`src/hw/rtl/rcpcm_pkg.sv`:
```
package rcpcm_pkg;

    localparam int PULSE_W = 15;
    localparam int LEVEL_W = 16;
    // signed pulse difference, one bit wider than a pulse
    localparam int DIFF_W  = PULSE_W + 1;
    // map span is 1024 for both throttle and axis: numerator = diff << SPAN_SH
    localparam int SPAN_SH = 10;
    localparam int QUO_W   = PULSE_W + SPAN_SH;
    localparam int DVS_W   = PULSE_W;
    localparam int CNT_W   = $clog2(QUO_W + 1);
    // signed quotient plus offset, with headroom for the compare
    localparam int SUM_W   = QUO_W + 2;

    localparam int FUNC_W  = 3;
    localparam int CIDX_W  = 2;

    localparam logic [PULSE_W-1:0] RST_MIN  = PULSE_W'(2000);
    localparam logic [PULSE_W-1:0] RST_MAX  = PULSE_W'(0);
    localparam logic [PULSE_W-1:0] RST_CLOW = PULSE_W'(2000);
    localparam logic [PULSE_W-1:0] RST_CHIGH = PULSE_W'(0);

    localparam logic signed [SUM_W-1:0] AXIS_LO   = -SUM_W'(512);
    localparam logic signed [SUM_W-1:0] LEVEL_TOP = SUM_W'(32767);
    localparam logic signed [SUM_W-1:0] LEVEL_BOT = -SUM_W'(32768);

    localparam logic [LEVEL_W-1:0] SAT_POS = 16'h7FFF;
    localparam logic [LEVEL_W-1:0] SAT_NEG = 16'h8000;

    typedef enum logic [FUNC_W-1:0] {
        OP_WIDEN_ZERO = 3'd0,
        OP_WIDEN_EXT  = 3'd1,
        OP_THROTTLE   = 3'd2,
        OP_AXIS       = 3'd3,
        OP_TOGGLE     = 3'd4,
        OP_APPLY      = 3'd5
    } op_t;

    typedef enum logic [CIDX_W-1:0] {
        CFG_PULSE_MIN   = 2'd0,
        CFG_PULSE_MAX   = 2'd1,
        CFG_CENTER_LOW  = 2'd2,
        CFG_CENTER_HIGH = 2'd3
    } cfg_idx_t;

    typedef struct packed {
        logic start;
        logic [QUO_W-1:0] dividend;
        logic [DVS_W-1:0] divisor;
    } div_req_t;

    typedef struct packed {
        logic done;
        logic [QUO_W-1:0] quotient;
    } div_rsp_t;

endpackage

```
`src/hw/rtl/rc_pulse_calibrate_and_map.sv`:
```
// RC channel calibration and linear map. Each request carries an operation code
// (s_tuser) and a pulse width in microseconds (s_tdata, 0 = timeout). The block
// keeps four bounds (pulse min/max, neutral low/high), widens them from samples,
// reloads them from the preset registers, or maps the pulse to a throttle level
// (scale 1/1024) or an axis level (scale 1/512) with truncating signed division,
// saturating to 16 bits. One request is handled at a time: s_tready is high only
// while idle. Bound updates, toggle, and map requests that fall in the neutral
// zone or hit equal extremes go from accept straight to the output state; a
// real map first waits in the divide state on the 25-step shared restoring
// divider. A finished result sits in the output register until taken, and the
// next request is accepted as soon as that register has been loaded. Preset
// writes are always accepted and take effect at the next apply request.
module rc_pulse_calibrate_and_map import rcpcm_pkg::*; (
    input  logic               aclk,
    input  logic               aresetn,
    // request channel
    input  logic               s_tvalid,
    output logic               s_tready,
    input  logic [15:0]        s_tdata,   // [14:0] pulse_width, zero filled
    input  logic [FUNC_W-1:0]  s_tuser,   // [2:0] func
    // result channel
    output logic               m_tvalid,
    input  logic               m_tready,
    // [15:0] level, [16] switch_on, [17] divide_fault, [18] clipped,
    // [33:19] bound_min_now, [48:34] bound_max_now,
    // [63:49] center_low_now, [78:64] center_high_now, [79] zero
    output logic [79:0]        m_tdata,
    // preset register writes
    input  logic               cfg_valid,
    output logic               cfg_ready,
    input  logic [CIDX_W-1:0]  cfg_index,
    input  logic [PULSE_W-1:0] cfg_data
);

    typedef enum logic [1:0] {
        ST_IDLE,
        ST_DIVIDE,
        ST_OUTPUT
    } state_t;

    state_t state_reg, state_next;

    // preset registers
    logic [PULSE_W-1:0] pre_min_reg, pre_max_reg, pre_clow_reg, pre_chigh_reg;

    // live calibration bounds
    logic [PULSE_W-1:0] bmin_reg, bmin_next;
    logic [PULSE_W-1:0] bmax_reg, bmax_next;
    logic [PULSE_W-1:0] clow_reg, clow_next;
    logic [PULSE_W-1:0] chigh_reg, chigh_next;

    // pending result
    logic [LEVEL_W-1:0] lvl_reg, lvl_next;
    logic               sw_reg, sw_next;
    logic               fault_reg, fault_next;
    logic               clip_reg, clip_next;
    logic               neg_reg, neg_next;     // quotient sign
    logic               axis_reg, axis_next;   // add -512 after divide

    // output register
    logic               m_valid_reg, m_valid_next;
    logic [79:0]        m_data_reg, m_data_next;

    logic               s_fire;
    logic [PULSE_W-1:0] pw;
    op_t                op;
    logic               need_map;
    logic signed [DIFF_W-1:0] diff, den;
    logic [DIFF_W-1:0]  diff_mag, den_mag;
    logic signed [SUM_W-1:0] q_signed, v_sum;
    logic               out_free;

    div_req_t div_req;
    div_rsp_t div_rsp;

    assign pw        = s_tdata[PULSE_W-1:0];
    assign op        = op_t'(s_tuser);
    assign s_tready  = (state_reg == ST_IDLE);
    assign s_fire    = s_tvalid && s_tready;
    assign cfg_ready = 1'b1;
    assign out_free  = !m_valid_reg || m_tready;

    // map numerator and denominator, both signed 16-bit
    assign diff     = $signed({1'b0, pw}) - $signed({1'b0, bmin_reg});
    assign den      = $signed({1'b0, bmax_reg}) - $signed({1'b0, bmin_reg});
    assign diff_mag = diff[DIFF_W-1] ? DIFF_W'(-diff) : DIFF_W'(diff);
    assign den_mag  = den[DIFF_W-1] ? DIFF_W'(-den) : DIFF_W'(den);

    always_comb begin
        case (op)
            OP_THROTTLE: need_map = (pw > chigh_reg);
            OP_AXIS:     need_map = !((pw >= clow_reg) && (pw <= chigh_reg));
            default:     need_map = 1'b0;
        endcase
    end

    assign div_req.start    = s_fire && need_map && (den != '0);
    assign div_req.dividend = {diff_mag[PULSE_W-1:0], {SPAN_SH{1'b0}}};
    assign div_req.divisor  = den_mag[DVS_W-1:0];

    rcpcm_div u_div (
        .aclk    (aclk),
        .aresetn (aresetn),
        .req     (div_req),
        .rsp     (div_rsp)
    );

    // signed quotient plus the low end of the output range
    assign q_signed = neg_reg ? -$signed({2'b00, div_rsp.quotient})
                              :  $signed({2'b00, div_rsp.quotient});
    assign v_sum    = q_signed + (axis_reg ? AXIS_LO : SUM_W'(0));

    always_comb begin
        state_next   = state_reg;
        bmin_next    = bmin_reg;
        bmax_next    = bmax_reg;
        clow_next    = clow_reg;
        chigh_next   = chigh_reg;
        lvl_next     = lvl_reg;
        sw_next      = sw_reg;
        fault_next   = fault_reg;
        clip_next    = clip_reg;
        neg_next     = neg_reg;
        axis_next    = axis_reg;
        m_valid_next = m_valid_reg && !m_tready;
        m_data_next  = m_data_reg;

        case (state_reg)
            ST_IDLE: begin
                if (s_fire) begin
                    lvl_next   = '0;
                    sw_next    = 1'b0;
                    fault_next = 1'b0;
                    clip_next  = 1'b0;
                    neg_next   = diff[DIFF_W-1] ^ den[DIFF_W-1];
                    axis_next  = (op == OP_AXIS);
                    state_next = ST_OUTPUT;
                    case (op)
                        OP_WIDEN_ZERO: begin
                            if (pw > chigh_reg) chigh_next = pw;
                            if (pw < clow_reg)  clow_next  = pw;
                        end
                        OP_WIDEN_EXT: begin
                            if (pw > bmax_reg) bmax_next = pw;
                            if (pw < bmin_reg) bmin_next = pw;
                        end
                        OP_THROTTLE, OP_AXIS: begin
                            if (need_map) begin
                                if (den == '0) begin
                                    fault_next = 1'b1;
                                end else begin
                                    state_next = ST_DIVIDE;
                                end
                            end
                        end
                        OP_TOGGLE: begin
                            sw_next = (pw > chigh_reg);
                        end
                        OP_APPLY: begin
                            bmin_next  = pre_min_reg;
                            bmax_next  = pre_max_reg;
                            clow_next  = pre_clow_reg;
                            chigh_next = pre_chigh_reg;
                        end
                        default: begin
                        end
                    endcase
                end
            end
            ST_DIVIDE: begin
                if (div_rsp.done) begin
                    if (v_sum > LEVEL_TOP) begin
                        lvl_next  = SAT_POS;
                        clip_next = 1'b1;
                    end else if (v_sum < LEVEL_BOT) begin
                        lvl_next  = SAT_NEG;
                        clip_next = 1'b1;
                    end else begin
                        lvl_next  = v_sum[LEVEL_W-1:0];
                    end
                    state_next = ST_OUTPUT;
                end
            end
            ST_OUTPUT: begin
                if (out_free) begin
                    m_valid_next = 1'b1;
                    m_data_next  = {1'b0, chigh_reg, clow_reg, bmax_reg, bmin_reg,
                                    clip_reg, fault_reg, sw_reg, lvl_reg};
                    state_next   = ST_IDLE;
                end
            end
            default: begin
                state_next = ST_IDLE;
            end
        endcase
    end

    always_ff @(posedge aclk) begin
        if (!aresetn) begin
            state_reg     <= ST_IDLE;
            m_valid_reg   <= 1'b0;
            bmin_reg      <= RST_MIN;
            bmax_reg      <= RST_MAX;
            clow_reg      <= RST_CLOW;
            chigh_reg     <= RST_CHIGH;
            pre_min_reg   <= RST_MIN;
            pre_max_reg   <= RST_MAX;
            pre_clow_reg  <= RST_CLOW;
            pre_chigh_reg <= RST_CHIGH;
        end else begin
            state_reg   <= state_next;
            m_valid_reg <= m_valid_next;
            bmin_reg    <= bmin_next;
            bmax_reg    <= bmax_next;
            clow_reg    <= clow_next;
            chigh_reg   <= chigh_next;
            if (cfg_valid && cfg_ready) begin
                case (cfg_idx_t'(cfg_index))
                    CFG_PULSE_MIN:   pre_min_reg   <= cfg_data;
                    CFG_PULSE_MAX:   pre_max_reg   <= cfg_data;
                    CFG_CENTER_LOW:  pre_clow_reg  <= cfg_data;
                    CFG_CENTER_HIGH: pre_chigh_reg <= cfg_data;
                    default: begin
                    end
                endcase
            end
        end
        // payload, no reset needed
        lvl_reg    <= lvl_next;
        sw_reg     <= sw_next;
        fault_reg  <= fault_next;
        clip_reg   <= clip_next;
        neg_reg    <= neg_next;
        axis_reg   <= axis_next;
        m_data_reg <= m_data_next;
    end

    assign m_tvalid = m_valid_reg;
    assign m_tdata  = m_data_reg;

endmodule

```
`src/hw/rtl/rcpcm_div.sv`:
```
// Restoring unsigned divider, one quotient bit per cycle.
module rcpcm_div import rcpcm_pkg::*; (
    input  logic     aclk,
    input  logic     aresetn,
    input  div_req_t req,
    output div_rsp_t rsp
);

    logic [DVS_W-1:0] dvs_reg;
    logic [DVS_W-1:0] rem_reg, rem_next;
    logic [QUO_W-1:0] quo_reg, quo_next;
    logic [CNT_W-1:0] cnt_reg, cnt_next;
    logic             busy_reg, busy_next;
    logic             done_reg, done_next;
    logic [DVS_W+1:0] trial;

    assign trial = {1'b0, rem_reg, quo_reg[QUO_W-1]} - {2'b00, dvs_reg};

    always_comb begin
        rem_next  = rem_reg;
        quo_next  = quo_reg;
        cnt_next  = cnt_reg;
        busy_next = busy_reg;
        done_next = 1'b0;
        if (req.start) begin
            rem_next  = '0;
            quo_next  = req.dividend;
            cnt_next  = CNT_W'(QUO_W);
            busy_next = 1'b1;
        end else if (busy_reg) begin
            if (trial[DVS_W+1]) begin
                rem_next = {rem_reg[DVS_W-2:0], quo_reg[QUO_W-1]};
                quo_next = {quo_reg[QUO_W-2:0], 1'b0};
            end else begin
                rem_next = trial[DVS_W-1:0];
                quo_next = {quo_reg[QUO_W-2:0], 1'b1};
            end
            cnt_next = cnt_reg - CNT_W'(1);
            if (cnt_reg == CNT_W'(1)) begin
                busy_next = 1'b0;
                done_next = 1'b1;
            end
        end
    end

    always_ff @(posedge aclk) begin
        if (!aresetn) begin
            busy_reg <= 1'b0;
            done_reg <= 1'b0;
            cnt_reg  <= '0;
        end else begin
            busy_reg <= busy_next;
            done_reg <= done_next;
            cnt_reg  <= cnt_next;
        end
        rem_reg <= rem_next;
        quo_reg <= quo_next;
        if (req.start) begin
            dvs_reg <= req.divisor;
        end
    end

    assign rsp.done     = done_reg;
    assign rsp.quotient = quo_reg;

endmodule

```
`config.mk`:
```
export PLATFORM = sky130hd
export DESIGN_NAME = rc_pulse_calibrate_and_map
export DESIGN_NICKNAME = d
export VERILOG_FILES = /design/src/hw/rtl/rcpcm_pkg.sv /design/src/hw/rtl/rc_pulse_calibrate_and_map.sv /design/src/hw/rtl/rcpcm_div.sv
export SDC_FILE = /design/constraint.sdc
export NUM_CORES = 1
export LEC_CHECK = 0
export ABC_AREA = 1
export BUFFER_PORTS_ARGS = -buffer_cell sky130_fd_sc_hd__clkbuf_2
export CAP_MARGIN = 20
export CORE_MARGIN = 2
export CORE_UTILIZATION = 60
export DETAILED_ROUTE_END_ITERATION = 10
export PLACE_DENSITY = 0.79
export SETUP_SLACK_MARGIN = 0.15
export SLEW_MARGIN = 20
export SYNTH_ARGS = -nofsm -noshare
export SYNTH_HDL_FRONTEND = slang
export SYNTH_HIERARCHICAL = 1
export SYNTH_SLANG_ARGS = --single-unit
export TNS_END_PERCENT = 100
```
`constraint.sdc`:
```
create_clock -name aclk -period 10.35 [get_ports aclk]
set_input_delay 0.5175 -clock aclk [delete_from_list [all_inputs] [get_ports aclk]]
set_output_delay 0.5175 -clock aclk [all_outputs]
set_load 0.01 [all_outputs]
```
Word level (Yosys, flattened, before mapping):

Cells that the tools add are included.

* input bits: 41
* register bits: 285
* output and inout port bits: 83

* equality and inequality tests: 19
* magnitude comparators: 8
* reduce and logical (&&, ||, !) cells: 35
* add/sub/neg operators: 8
* mux-type cells: 43
* bitwise logic cells: 3

Operators with widths (count)
* $pmux W15 S2: 4
* $mux W15: 7
* $mux W16: 4
* $mux W27: 2
* $mux W25: 2
* $pmux W16 S2: 1
* $sub A15 B15 Y16: 2
* $gt A15 B15 Y1: 2
* $lt A15 B15 Y1: 2
* $neg A15 Y15: 2
* $add A27 B27 Y27: 1
* $gt A27 B16 Y1 const B: 1
* $lt A27 B16 Y1 const B: 1
* $neg A25 Y27: 1
* $reduce_and A4 Y1: 5
* $sub A16 B15 Y17: 1
* $logic_not A16 Y1: 1
* $reduce_bool A16 Y1: 1
* $ge A15 B15 Y1: 1
* $le A15 B15 Y1: 1
* $reduce_and A2 Y1: 7
* $mux W1: 12
* $mux W2: 6
* $mux W5: 2
* other kinds (23): 47

Logic depth before layout (Yosys ltp):

* depth in word-level cells: 8
* gate-level depth with buffers: 26
* gate-level depth less buffers: 26

Modules after synthesis:

Netlist, hierarchy kept.

By module, submodules not included
* rc_pulse_calibrate_and_map: area an instance 13554.2 um^2, cells an instance 1780, times used 1, sequential area each 5465.2 um^2
* rcpcm_div: area an instance 3618.5 um^2, cells an instance 467, times used 1, sequential area each 1641.6 um^2

Worst setup path after synthesis:

OpenSTA, ideal clock, no wires.

* path type: input-to-reg
* from: input m_tready
* to: register m_data_reg[0], in the netlist m_tdata[0] (enable)
* required time: 9.832 ns
* buffers on the path: 0
* arrival: 3.886 ns
* stages on the path: 2
* slack: 5.947 ns
* cell sequence: nor2_1 nor2_1

* longest elaborated chain between the ends: 2

RTL lines
* start: declaration: line rc_pulse_calibrate_and_map.sv:23 `input logic m_tready,`
* $logic_or A1 B1 Y1: line rc_pulse_calibrate_and_map.sv:81 `assign out_free = !m_valid_reg || m_tready;`
* $reduce_and A2 Y1 (no line)
* end signal: assignment: line rc_pulse_calibrate_and_map.sv:235 `m_data_reg <= m_data_next;`
* end: declaration: line rc_pulse_calibrate_and_map.sv:62 `logic [79:0] m_data_reg, m_data_next;`

Every way passes these cells.
A chain may end at the register's enable or synchronous reset.

==> flow_summary.json <==
{
  "outcome": "finished, final reports clean",
  "cts.sinks": 285,
  "synthFlopType": "dfxtp_1",
  "nFillCells": 2361,
  "row_count": 61,
  "firstDrtPassIters": 6,
  "start_util_pct": 61.31,
  "max_stage_delay_ns": 0.45,
  "vias": 14930,
  "cts_buffers": 29,
  "mostFrequentLayoutCell": "nand2_1",
  "tns_ns": 0,
  "cts-hold-fix-buffers": 0,
  "ys_async_sr_fraction_pct": 0,
  "leakage_uw": 0.009112,
  "largest_reg_flops": 79,
  "routedWlPerCell_um": 15.66,
  "grt_pass1_wl_um": 69050,
  "fin_crit_ns": 4.271,
  "h-tree-depth": 1,
  "cts_tree": "done",
  "final_nets": 2510,
  "avgSynthCellArea_um2": 7.643,
  "maxClockFrequency_mhz": 234.2,
  "grt_max_degree": 126,
  "hold_viol_final": 0,
  "grt_pass1_vias": 14030,
  "drc": 0,
  "crit_fanout": 43,
  "power_density_nw_per_um2": 188.8,
  "min_period_over_period_pct": 41.26,
  "yosysWarnings": 6,
  "synth_seq_cells": 285,
  "critPathArrivalTime_ns": 4.59,
  "port_buffers": 120,
  "synthToLayoutAreaGrowth_pct": 11.37,
  "wl_um": 43130,
  "die_w_um": 173.2,
  "core_um2": 28010,
  "clk_latency_ns": 0.58,
  "ff2ff_setup_slack_ns": 6.08,
  "drv_cap": 0,
  "ios": 124,
  "ant_nets": 0,
  "slew_viol_final": 0,
  "mostFrequentLayoutCells": "nand2_1 (562), inv_1 (335), o21ai_0 (184), nor2_1 (151), dfxtp_1 (145)",
  "rsz0062_at_grt": "false",
  "dieArea_um2": 29990,
  "slowest_stage": "nor2_2",
  "cp_top_family": "simple AND/OR/NAND/NOR gates",
  "antenna_found_initial": 0,
  "dr.first_iter.drc_count": 1269,
  "ir_drop_mv": 0.1461,
  "worstSetupEndpointType": "flip-flop",
  "tightest_slew_ns": 0.9839,
  "worst_setup_path_start_kind": "flip-flop",
  "cts_resized": 0,
  "setup_viol": 0,
  "cts_root_buf": "clkbuf_16",
  "netlist_instances": 2247,
  "path_cells": "inv_1, ha_1, inv_1, fa_1, nand2_1, nand2_1, o21ai_0, o21ai_0, nand2_1, nand2_1, nor2_1, inv_1, nor2_1, nand3_1, nand2_1, inv_1, buf_4, nor2_2, inv_1, buf_16",
  "die_h_um": 173.2,
  "fin_skew_ns": 0.02211,
  "hold_slack_ns": 0.2306,
  "utilization_pct": 68.28,
  "crit_buf_inv": 7,
  "dp_hpwl_um": 32530,
  "hp-class": "in -> reg",
  "total_power_uw": 3612,
  "cts_setup_buffers": 0,
  "slew_headroom_pct": 34.22,
  "path_class": "reg -> reg",
  "yosysSeqAreaShare_pct": 41.38,
  "netlist_area_um2": 17170,
  "required_ns": 10.67,
  "grt_usage_pct": 28.16,
  "grt_overflow_total": 0,
  "yosysUniqueCellTypes": 50,
  "gp_congestion": 0.9642,
  "clkTransAtPathRegs_ns": 0.06,
  "synth_edf_count": 140,
  "routed_via_density": 5.420,
  "drive_gt1_share_pct": 10.65,
  "antennaDiodeCount": 0,
  "cts_buffer_depth": 3
}
-- metal layers --
metal | share of wire [%] | track usage (%) | routed length (µm)
met5 | 0 | 0 | 0
met4 | 4.7 | 12.22 | 2025
met3 | 5.7 | 4.244 | 2448
met2 | 48 | 49.12 | 20750
met1 | 42 | 34.66 | 17900
-- worst min-delay path, stage by stage --
cell and delay, ns:
clkbuf_2 0.13, nand2_1 0.06, o211ai_1 0.07
-- cells by family after synthesis --
family | count (synthesis) | synth area share [%]
adders and majority gates | 116 | 8.627
xor gates and xnor gates | 64 | 3.352
and+or+nand+nor | 978 | 24.78
DFF | 285 | 41.38
other | 2 | 0.04373
buffers and inverters | 408 | 9.392
AOI/OAI and AO/OA | 394 | 12.42
-- cells in the mapped netlist, types with 4 or more instances --
master	count	area [µm²]
xnor2_1	11	96.34
nand4_1	37	231.5
inv_1	335	1257
nor3_1	13	65.06
o21ai_0	184	920.9
nand2_1	562	2110
a21oi_2	5	43.79
o211ai_1	27	202.7
nor2_1	153	574.3
a21o_1	4	30.03
a31oi_1	10	62.56
o21ai_1	4	20.02
buf_2	12	60.06
nand2_2	20	125.1
nand3_1	138	690.7
and2_1	6	37.54
clkbuf_1	43	161.4
a21oi_1	144	720.7
ha_1	112	1401
fa_1	4	80.08
nor3_2	4	40.04
edfxtp_1	140	4204
inv_2	5	18.77
o21bai_1	4	30.03
o31ai_1	6	45.04
nand3b_1	10	75.07
nand3_2	14	140.1
dfxtp_1	145	2903
buf_4	5	37.54
nor2_2	10	62.56
xor2_1	51	446.7
-- worst paths after layout --
check / startpoint / endpoint / cells past startpoint
max: bmax_reg[0] / u_div/quo_reg[21] / 20
min reg2reg: lvl_reg[10] / m_tdata[10] / 0
max reg2reg: bmax_reg[0] / u_div/quo_reg[21] / 20
min: cfg_data[10] / pre_clow_reg[10] / 3
-- layout make-up --
type                    instances  area (µm²)  area share [%]
repair buffers                130       708.2           3.703
multi-input cells            1564        8506           44.47
inverters                     343        1287           6.732
clock inverters                20       247.7           1.295
flip-flops and latches        285        7107           37.16
well taps                     378       473.0           2.473
clock buffers                  34       797.0           4.167
-- power by group --
part	total, µW	internal (µW)	switching (µW)	leakage [µW]
clock	1130	678	453	0.000519
sequential	1380	1320	63.3	0.00249
combinational	1100	374	724	0.00610
-- through the flow --
stage	instances	area, µm²	setup WS [ns]
2_1_floorplan	2257	17210	5.947
3_3_place_gp	2698	18030	6.019
3_5_place_dp	2699	18060	6.160
4_1_cts	2753	19100	6.074
5_1_grt	2754	19130	5.738
6_report	2754	19130	6.079
Power figures use the tool's default switching activity.
